[config.mk]
export PLATFORM = sky130hd
export DESIGN_NAME = ser_front
export DESIGN_NICKNAME = d
export VERILOG_FILES = /design/src/rtl/ser_pkg.sv /design/src/rtl/ser_front.sv
export SDC_FILE = /design/constraint.sdc
export NUM_CORES = 1
export LEC_CHECK = 0
export BUFFER_PORTS_ARGS = -buffer_cell sky130_fd_sc_hd__buf_4
export CAP_MARGIN = 20
export CORE_AREA = 2 2 176 178
export DETAILED_ROUTE_END_ITERATION = 12
export DIE_AREA = 0 0 178 180
export GPL_ROUTABILITY_DRIVEN = 0
export PLACE_DENSITY = 0.43
export SLEW_MARGIN = 10
export SYNTH_ARGS = -nofsm -noshare
export SYNTH_HDL_FRONTEND = slang
export SYNTH_SLANG_ARGS = --single-unit
export TNS_END_PERCENT = 1
[constraint.sdc]
create_clock -name vclk -period 2.75
set_input_delay 0.55 -clock vclk [all_inputs]
set_output_delay 0.55 -clock vclk [all_outputs]
set_load 0.01 [all_outputs]
[src/rtl/ser_pkg.sv]
// Package for the sequenced event ring: command and result structs, codes and
// constants shared by the front end, command queue, back end, top level and checker.
// No dependencies.
package ser_pkg;

  localparam int MAX_RESULTS = 64;

  // Configuration register indexes.
  localparam logic [7:0] CFG_ALLOW_MASK = 8'd0;
  localparam logic [7:0] CFG_MIN_POLL   = 8'd1;

  typedef enum logic [1:0] {
    KIND_EVENT = 2'd0,
    KIND_POLL  = 2'd1,
    KIND_CLEAR = 2'd2
  } kind_e;

  typedef enum logic [1:0] {
    OP_EVENT = 2'd0,
    OP_POLL  = 2'd1,
    OP_CLEAR = 2'd2
  } op_e;

  typedef enum logic [1:0] {
    ST_EVENT     = 2'd0,
    ST_NONE      = 2'd1,
    ST_THROTTLED = 2'd2
  } status_e;

  typedef enum logic [1:0] {
    BK_IDLE,
    BK_RANGE,
    BK_STATUS,
    BK_STREAM
  } bk_state_e;

  typedef struct packed {
    op_e         op;
    logic [4:0]  ev_type;
    logic [63:0] payload;
    logic [63:0] start_seq;
    logic [6:0]  want;
    logic [63:0] now_ms;
  } cmd_t;

  typedef struct packed {
    status_e     status;
    logic [4:0]  ev_type;
    logic [63:0] payload;
    logic        is_last;
    logic [63:0] oldest_seq;
    logic [63:0] next_seq;
    logic [6:0]  buffered;
    logic [63:0] dropped;
    logic [63:0] throttled;
  } result_t;

endpackage

[src/rtl/ser_front.sv]
// Front end of the sequenced event ring: unpacks input transfers, applies the
// allow mask, saturates the poll limit and pushes commands. Depends on ser_pkg.
module ser_front import ser_pkg::*; (
  input  logic         s_tvalid_i,
  output logic         s_tready_o,
  input  logic [1:0]   s_tuser_i,    // kind
  // event_type[4:0], event_payload[68:5], start_seq[132:69], max_count[139:133],
  // now_ms[203:140], zero padding[207:204]
  input  logic [207:0] s_tdata_i,
  input  logic [31:0]  allow_mask_i,
  input  logic         q_full_i,
  output logic         q_push_o,
  output cmd_t         q_cmd_o
);

  logic [6:0] max_count;
  logic       keep;

  assign max_count = s_tdata_i[139:133];

  always_comb begin
    q_cmd_o.ev_type   = s_tdata_i[4:0];
    q_cmd_o.payload   = s_tdata_i[68:5];
    q_cmd_o.start_seq = s_tdata_i[132:69];
    q_cmd_o.now_ms    = s_tdata_i[203:140];
    q_cmd_o.want      = (max_count > 7'(MAX_RESULTS)) ? 7'(MAX_RESULTS) : max_count;
    q_cmd_o.op        = OP_EVENT;
    keep              = 1'b0;
    unique case (s_tuser_i)
      KIND_EVENT: begin
        q_cmd_o.op = OP_EVENT;
        keep       = allow_mask_i[s_tdata_i[4:0]];
      end
      KIND_POLL: begin
        q_cmd_o.op = OP_POLL;
        keep       = 1'b1;
      end
      KIND_CLEAR: begin
        q_cmd_o.op = OP_CLEAR;
        keep       = 1'b1;
      end
      default: begin
        // Unknown kinds and masked events are taken and discarded here.
        keep = 1'b0;
      end
    endcase
  end

  assign s_tready_o = ~q_full_i;
  assign q_push_o   = s_tvalid_i & ~q_full_i & keep;

endmodule

### Word-level counts from Yosys, hierarchy flattened

Index checks and enable logic that the tools add are counted.

* bits in registers: 0
* input bits: 244
* word-level logic and storage cells: 14

* reductions and logical operators: 2
* mux-type cells: 5
* $lt $le $gt $ge: 2
* equal/unequal tests: 2
* bitwise logic cells: 3

Operators by type and width (number)
* $gt A7 B7 Y1 const B: 1
* $mux W7: 1
* $lt A5 B6 Y1 const B: 1
* $bmux W1 S5: 1
* $pmux W2 S2: 1
* $and A1 B1 Y1: 2
* $eq A2 B1 Y1 const B: 1
* $eq A2 B2 Y1 const B: 1
* $logic_not A2 Y1: 1
* $pmux W1 S2: 1
* $reduce_or A2 Y1: 1
* $mux W1: 1
* $not A1 Y1: 1

### Longest topological paths before layout

* depth after elaboration: 4
* mapped depth: 5
* depth with buffers taken out: 5

### Worst setup path before layout

No wires, ideal clock.

* path type: input-to-output
* start point: input s_tdata_i[2]
* end point: output q_push_o
* required time: 2200 ps
* arrival: 1776 ps
* setup slack: 424 ps
* stages: 5
* cells stage by stage: buf_4 > mux4_2 > nor2_1 > o31a_1 > a2111oi_2

* longest elaborated chain between the ends: 4

RTL lines
* start: declaration: RTL line ser_front.sv:9 `input logic [207:0] s_tdata_i,`
* $bmux W1 S5: RTL line ser_front.sv:32 `keep = allow_mask_i[s_tdata_i[4:0]];`
* $mux W1 (not written as such): RTL line ser_front.sv:32
* $pmux W1 S2: RTL line ser_front.sv:29 `unique case (s_tuser_i)`
* $and A1 B1 Y1: RTL line ser_front.sv:50 `assign q_push_o = s_tvalid_i & ~q_full_i & keep;`
* end: declaration: RTL line ser_front.sv:12 `output logic q_push_o,`

No other way between the ends. The select of a mux whose other input is x is not followed.

### Worst setup path after layout

* start point: input s_tdata_i[1]
* end point: output q_push_o

The elaborated chain is that of the path after synthesis.

==> flow_summary.ini <==
[outcome]
status = complete, no violations

[floorplan]
die_y_um = 180
chipWidth_um = 178
num_io_pins = 452
core.rowCount = 64
die-area_um2 = 32040
core_area_um2 = 30190
start_util = 0.06420

[global_routing]
grt_max_degree = 9
grt_usage = 0.03844
grt_pass1_wl_um = 8280
grt_overflow = 0
grt_use_met3 = 0.02813
grt_pass1_vias = 1040
grt_most_used_layer = met2
grt_util_met2 = 0.05457
antenna_found_initial = 1
grt_use_met1 = 0.02845

[placement]
placed_cell_area_um2 = 1430
dp_hpwl_um = 6086
io_buffers = 64
pre_cts_ws_ps = 113.1

[cells_and_area]
antennaDiodeCount = 0
nets = 354
ff_latch_area_um2 = 0
multi_input_area_um2 = 420.4
final_area_um2 = 1430
nClkBuffers = 0
design.seq.count = 0
nFillCells = 3555
areaGrowthSynthToFinish_pct = -26.21
layout-drive-gt1-share = 0.7115

[routing]
wl_per_cell_um = 13.90
drc = 0
drt_iter0_drc = 16
drtPass1Iterations = 4
viasPerCell = 1.804
final_antenna_net_count = 0
route.vias.total = 902
finalWirelength_um = 6951

[pwr]
finalPower_mw = 0.1497
power_switching_mw = 0.05728
cellPowerDensity_nw_per_um2 = 104.7
pwr-share-seq = 0
max-vdd-ir-drop_v = 0.00003512
p_leak_nw = 0.5091
switching_share = 0.3827
comb_power_share = 1.000
internal_power_mw = 0.09241
p_clk_frac = 0

[timing]
setup_tns_ps = 0
slew_violations = 0
post-route-period-util = 0.9237
final_hold_viol_count = 0
maxSlewHeadroom = 0.7247
holdWs_ps = 1100
finalCriticalPeriod_ps = 2540
worst_slack_ps = 209.9
grt_setup_unrepaired = no
setup_violations = 0
tightest_slew_ps = 411.1
fmax_mhz = 393.7

[synth]
synth_nets = 486
ys_seq_area_frac = 0
yosysWarnings = 0
yosysUniqueCellTypes = 20
syn_inst = 238
synth_area_per_cell_um2 = 8.143
yosysTopAreaCellShare = 0.7669
synth_area_um2 = 1938
yosysMostFrequentCell = buf_4
synth.area.top_cells = buf_4 (77%), mux4_1 (8.1%), ha_1 (2.6%), mux2_2 (2.3%), nor2b_1 (1.9%)
yosys.area.top_type = buf_4
synth_commonest_cells = buf_4 (198), mux4_1 (6), nor2b_1 (6), ha_1 (4), mux2_2 (4)

[setup_path]
start_kind = input pin
crit_path_start = s_tdata_i[1]
critPathRequiredTime_ps = 2200
cp-end-kind = primary output
path_max_fanout = 7
critPathKind = input pin to primary output
arrival_ps = 1990

[min_path]
min-delay-path-class = input pin to primary output
min-delay-start = s_tdata_i[105]

[clock_tree]
cts_setup_buffers = 0
holdBufCountCts = 0
postCtsResizedCells = 0

[flow_run]
cap_viol_max_count = 0
==> placed cells by master (no fill, tap or decap), drive strengths merged <==
cell	n
buf	67
mux4	7
nor2b	6
mux2	4
ha	4
inv	3
nor2	3
nand2	2
or2b	1
o22ai	1
o31a	1
mux2i	1
and4b	1
o211ai	1
nor4b	1
a2111oi	1
==> metrics by stage <==
stage | instances | utilization
final | 500 | 0.04737
after global routing | 500 | 0.04737
after CTS | 500 | 0.04737
after detailed placement | 500 | 0.04737
after global placement | 500 | 0.04737
after floorplan | 238 | -
==> worst paths after layout <==
kind,endpoint,slack (ps),depth (start not counted)
worst max-delay path,q_push_o,210,7
worst min-delay path,q_cmd_o[107],1100,0
==> layer usage <==
layer	wire length [µm]	share of wire
met3	1455	0.21
met1	1646	0.24
met5	0	0
met2	2802	0.40
met4	1046	0.15
==> layout make-up <==
cell class | count | area share
inverters | 3 | 0.007874
multi-input cells | 34 | 0.2940
well taps | 396 | 0.3465
repair buffers | 67 | 0.3517
==> cells by family (layout without fill, tap and decap cells) <==
kind of cell / count (synthesis) / in the layout / synth area share
AO/OA/AOI/OAI: 4 / 4 / 0.01937
multiplexers: 12 / 12 / 0.1214
buffers and inverters: 204 / 70 / 0.7831
AND/OR/NAND/NOR: 14 / 14 / 0.05036
adder cells (fa/ha/maj): 4 / 4 / 0.02582
==> power by group through the flow <==
stage | combinational (mW) | clock [mW] | sequential [mW]
after floorplan | 0.351 | 0 | 0
after global routing | 0.166 | 0 | 0
after CTS | 0.157 | 0 | 0
final | 0.150 | 0 | 0
after global placement | 0.157 | 0 | 0
after detailed placement | 0.157 | 0 | 0
==> worst max-delay path: stages <==
cell and delay (ps):
buf_4 110, buf_4 160, mux4_1 560, mux2_2 290, nand2_1 80, a2111oi_2 60
buf_4 170
No activity file was read; power rests on OpenSTA's default activity.
