**src/rtl/ser_pkg.sv**
```systemverilog
// Package for the sequenced event ring: command and result structs, codes and
// constants shared by the front end, command queue, back end, top level and checker.
// No dependencies.
package ser_pkg;

  localparam int MAX_RESULTS = 64;

  // Configuration register indexes.
  localparam logic [7:0] CFG_ALLOW_MASK = 8'd0;
  localparam logic [7:0] CFG_MIN_POLL   = 8'd1;

  typedef enum logic [1:0] {
    KIND_EVENT = 2'd0,
    KIND_POLL  = 2'd1,
    KIND_CLEAR = 2'd2
  } kind_e;

  typedef enum logic [1:0] {
    OP_EVENT = 2'd0,
    OP_POLL  = 2'd1,
    OP_CLEAR = 2'd2
  } op_e;

  typedef enum logic [1:0] {
    ST_EVENT     = 2'd0,
    ST_NONE      = 2'd1,
    ST_THROTTLED = 2'd2
  } status_e;

  typedef enum logic [1:0] {
    BK_IDLE,
    BK_RANGE,
    BK_STATUS,
    BK_STREAM
  } bk_state_e;

  typedef struct packed {
    op_e         op;
    logic [4:0]  ev_type;
    logic [63:0] payload;
    logic [63:0] start_seq;
    logic [6:0]  want;
    logic [63:0] now_ms;
  } cmd_t;

  typedef struct packed {
    status_e     status;
    logic [4:0]  ev_type;
    logic [63:0] payload;
    logic        is_last;
    logic [63:0] oldest_seq;
    logic [63:0] next_seq;
    logic [6:0]  buffered;
    logic [63:0] dropped;
    logic [63:0] throttled;
  } result_t;

endpackage

```
**src/rtl/ser_queue.sv**
```systemverilog
// Two-entry command queue between the front end and the back end of the
// sequenced event ring. Depends on ser_pkg.
module ser_queue import ser_pkg::*; (
  input  logic clk_i,
  input  logic rst_ni,
  input  logic push_i,
  input  cmd_t cmd_i,
  output logic full_o,
  input  logic pop_i,
  output logic valid_o,
  output cmd_t cmd_o
);

  localparam logic [1:0] QueueFull = 2'd2;

  cmd_t       entry_q [2];
  logic [1:0] cnt_q;
  logic       wr_ptr_q;
  logic       rd_ptr_q;

  assign full_o  = (cnt_q == QueueFull);
  assign valid_o = (cnt_q != 2'd0);
  assign cmd_o   = entry_q[rd_ptr_q];

  always_ff @(posedge clk_i or negedge rst_ni) begin
    if (!rst_ni) begin
      cnt_q    <= 2'd0;
      wr_ptr_q <= 1'b0;
      rd_ptr_q <= 1'b0;
    end else begin
      if (push_i) wr_ptr_q <= ~wr_ptr_q;
      if (pop_i)  rd_ptr_q <= ~rd_ptr_q;
      cnt_q <= cnt_q + 2'(push_i) - 2'(pop_i);
    end
  end

  always_ff @(posedge clk_i) begin
    if (push_i) entry_q[wr_ptr_q] <= cmd_i;
  end

endmodule

```
**config.mk**
```make
export PLATFORM = sky130hd
export DESIGN_NAME = ser_queue
export DESIGN_NICKNAME = d
export VERILOG_FILES = /design/src/rtl/ser_pkg.sv /design/src/rtl/ser_queue.sv
export SDC_FILE = /design/constraint.sdc
export NUM_CORES = 1
export LEC_CHECK = 0
export BUFFER_PORTS_ARGS = -buffer_cell sky130_fd_sc_hd__buf_2
export CAP_MARGIN = 20
export CORE_MARGIN = 3
export CORE_UTILIZATION = 38
export CTS_CLUSTER_DIAMETER = 80
export DETAILED_ROUTE_END_ITERATION = 8
export GPL_ROUTABILITY_DRIVEN = 0
export PLACE_DENSITY = 0.73
export SYNTH_ARGS = -nofsm -noshare
export SYNTH_HDL_FRONTEND = slang
export SYNTH_SLANG_ARGS = --single-unit
export TNS_END_PERCENT = 20
```
**constraint.sdc**
```tcl
create_clock -name clk_i -period 23.4 [get_ports clk_i]
set_clock_uncertainty 0.2 [all_clocks]
set_input_delay 1.17 -clock clk_i [delete_from_list [all_inputs] [get_ports clk_i]]
set_output_delay 1.17 -clock clk_i [all_outputs]
set_load 0.01 [all_outputs]
```
---- After elaboration in Yosys (flattened, before gate mapping) ----
Memory sizes are Yosys's and may differ from the RTL's.
Index checks and enable logic that the tools add are counted.
storage, ports and cells
  register bits ........................... 4
  RAM bits ................................ 412
  bits of input ports ..................... 210
  output and inout bits ................... 208
  word-level logic and storage cells ...... 12
  memories ................................ 1
operators by class
  $add $sub $neg .......................... 2
  equality and inequality tests ........... 1
  muxes and demuxes ....................... 2
  bitwise operators ....................... 2
  reduce and logical (&&, ||, !) cells .... 1
memory list
  memory   depth  bits a word  rd ports  clocked after Yosys merged registers in  write ports  RTL line         source
  entry_q  2      206          1         0                                        1            ser_queue.sv:16  cmd_t entry_q [2];
operators with widths
  cell                number
  $add 2x1->2         1
  $eq 2x2->1 const B  1
  $mux 1              2
  $not 1->1           2
  $reduce_bool 2->1   1
  $sub 2x1->2         1

---- Depth between registers and ports, before layout ----
  word-level depth ........................ 2
  mapped depth ............................ 5
  depth with buffers taken out ............ 5

---- Least setup slack after synthesis ----
No wires, ideal clock.
  path type ............................... input port to flip-flop
  from .................................... input push_i
  to ...................................... memory entry_q[0][0] (netlist name) (enable)
  arrival ................................. 10050 ps
  data required time ...................... 22400 ps
  path slack .............................. 12350 ps
  stages on the path ...................... 1
  buffers on the path ..................... 0
  cell sequence ........................... nor2b_1
between the ends
  longest elaborated chain between the ends .. 2
RTL lines
  item                          RTL line         source
  start: declaration            ser_queue.sv:6   input logic push_i,
  $mux 1                        ser_queue.sv:38  if (push_i) entry_q[wr_ptr_q] <= cmd_i;
  $mux 1 (not written as such)  ser_queue.sv:38
  end: declaration              ser_queue.sv:16
Every way passes these cells.

==> flow_summary.toml <==
[layout]
multiInputGateArea_sq_um = 2910
seq_area_sq_um = 12500
drive_above_1_share = 0.609
syn_to_final_growth_pct = 25.2
fillers = 3327
final_nets = 1314

[synthesis]
yosys_warnings = 0
avgSynthCellArea_sq_um = 23.8
synth-simple-area-share = 0.00160
yosys.area_share.adder = 0.00160
ys_seq_area_frac = 0.800
synth_cells = 656
synth_top_family_by_area = "multiplexers"
muxShareOfSynthArea = 0.180
synth_area_sq_um = 15600
synth_compound_gate_area_share = 0
synth-seq-cells = 416
synth_nets = 868
synth-xor-area-share = 0.00265
ys_types = 13

[timing]
finalSetupViolations = 0
tightest_slew_ps = 1100
max_clock_freq_ghz = 0.195
period_share = 0.219
hold_viol_final = 0
slew_viol_final = 0
slew-limit-headroom = 0.264
period_needed_ps = 5130
holdWs_ps = 227
tns_ps = 0
grt_setup_unrepaired = "false"

[clock_network]
cts_resized = 0
cts_root_buf = "clkbuf_16"
cts_buffer_depth = 3
htree_levels = 2
cts_setup_buffers = 0
cts_tree = "done"
cts.clk_slew.worst_paths_ps = 60
cts_hold_buf = 0
cts_inserted_buffers = 42
clock_latency_ps = 540
cts.sinks = 416

[global_route]
grtUsageTotal = 0.141
antenna_found_initial = 4
grt-ovfl-total = 0
grt_pass1_wl_um = 47400
grt_max_degree = 76
grt_pass1_vias = 8056

[routing]
via_per_inst = 4.65
wire_per_inst_um = 19.1
dr.pass1.iters = 4
routed_wl_um = 31600
drt_iter0_markers = 342
vias = 7707
drtAntennaViolNets = 0
drc = 0

[die]
fp.dieArea_sq_um = 43500
rows = 73
die_y_um = 209
core-area_sq_um = 40100
initial_core_util = 0.389
ioPinCount = 418
chipWidth_um = 209

[placed_design]
io_buffer_count = 417
hpwl_um = 21900

[setup_path]
cp.required_ps = 22030
slowest_stage = "buf_4"
r2r_slack_ps = 20040
startpoint = "rd_ptr_q"
path_cells = "buf_4, buf_4, mux2_2, buf_2"
r2r_end = "entry_q[0][94]"
crit_path_start_kind = "flop"
crit_path_end_kind = "primary output"
critPathMaxFanout = 69
critPathArrivalTime_ps = 3760
slowest_delay_ps = 830
r2r_cells = 3
crit_type = "flop to primary output"
cp_common_cell = "buf_4"
r2r_start = "wr_ptr_q"

[flow_run]
cap_violations = 0

[hold_path]
hp-class = "input port to asynchronous set/reset pin"

[power_and_ir_drop]
vdd.ir_drop.worst_mv = 0.0969
power.density_nw_per_um2 = 122
leakagePower_uw = 0.00767

[status]
status = "completed"
cell usage after synthesis:
cell / count / area [sq um]
inv_1: 2 / 7.51
nor2b_1: 2 / 12.5
mux2_4: 130 / 1950
mux2_2: 76 / 856
buf_2: 7 / 35.0
ha_1: 2 / 25.0
buf_6: 16 / 180
dfrtp_1: 4 / 100
edfxtp_1: 412 / 12400
or2_2: 1 / 6.26
xor3_1: 1 / 23.8
and2_1: 1 / 6.26
xor2_1: 2 / 17.5
flip-flops by register name, indices dropped and copies added (netlist names):
signal    count
cnt_q         2
rd_ptr_q      1
entry_q     412
wr_ptr_q      1
worst max-delay path: cells and delay by family, from the launching register on:
| kind | cells | cell delay [ps] |
|---|---|---|
| multiplexers | 1 | 410 |
| flip-flops | 1 | 810 |
| buffers and inverters | 3 | 1740 |
routing by layer:
layer | global-route usage | wire length, um | vias to the layer above
li1 | - | - | 3521
met1 | 0.162 | 11600 | 3776
met2 | 0.242 | 16200 | 342
met3 | 0.0456 | 2830 | 64
met4 | 0.0617 | 964 | 4
met5 | 0 | 28 | -
how the worst max path moves through the flow:
stage | cells after the start | slack [ps] | to
after global placement | 4 | 18850 | cmd_o[42]
after CTS | 4 | 18150 | cmd_o[5]
final | 4 | 18270 | cmd_o[3]
after global routing | 4 | 18040 | cmd_o[205]
after detailed placement | 4 | 18760 | cmd_o[5]
after floorplan | 1 | 12350 | entry_q[0][0]
layout by cell type, fill, tap and decap left out, types with 3 or more instances in the layout:
| cell type | netlist | routed |
|---|---|---|
| mux2_2 | 76 | 76 |
| clkbuf_16 | 0 | 45 |
| dfrtp_1 | 4 | 3 |
| buf_4 | 0 | 8 |
| bufinv_16 | 0 | 3 |
| edfxtp_1 | 412 | 412 |
| clkinv_1 | 0 | 9 |
| mux2_4 | 130 | 130 |
| clkbuf_1 | 0 | 11 |
| buf_2 | 7 | 417 |
| clkinv_2 | 0 | 4 |
stage by stage:
stage	cells	instance area (sq um)	utilization	setup slack, ps	total power, uW
after CTS	1657	19500	0.487	18150	2430
after floorplan	656	15600	-	12350	1570
final	1659	19500	0.487	18270	2390
after detailed placement	1583	18200	0.454	18760	1780
after global routing	1659	19500	0.487	18040	2500
after global placement	1583	18200	0.454	18850	1770
report_power, final:
| group | internal [uW] | total (uW) | switching, uW |
|---|---|---|---|
| clock network | 382 | 639 | 257 |
| logic | 348 | 708 | 359 |
| registers | 991 | 1040 | 49.1 |
kinds of logic (layout without fill, tap and decap cells):
group                    after synthesis  in the layout
flip-flops                           416            416
multiplexers                         206            206
buffers and inverters                 25            501
AND/OR/NAND/NOR                        4              4
XOR/XNOR                               3              3
adder cells (fa/ha/maj)                2              2
other                                  0              2
cell type report:
| cell class | instances | area share |
|---|---|---|
| inverters | 2 | 0.000384 |
| multi-input cells | 215 | 0.149 |
| well taps | 525 | 0.0336 |
| clock inverters | 18 | 0.00820 |
| repair buffers | 425 | 0.110 |
| flip-flops and latches | 416 | 0.639 |
| clock buffers | 56 | 0.0598 |
| diodes | 2 | 0.000256 |
Note: power is estimated with default switching activity, not from simulation.
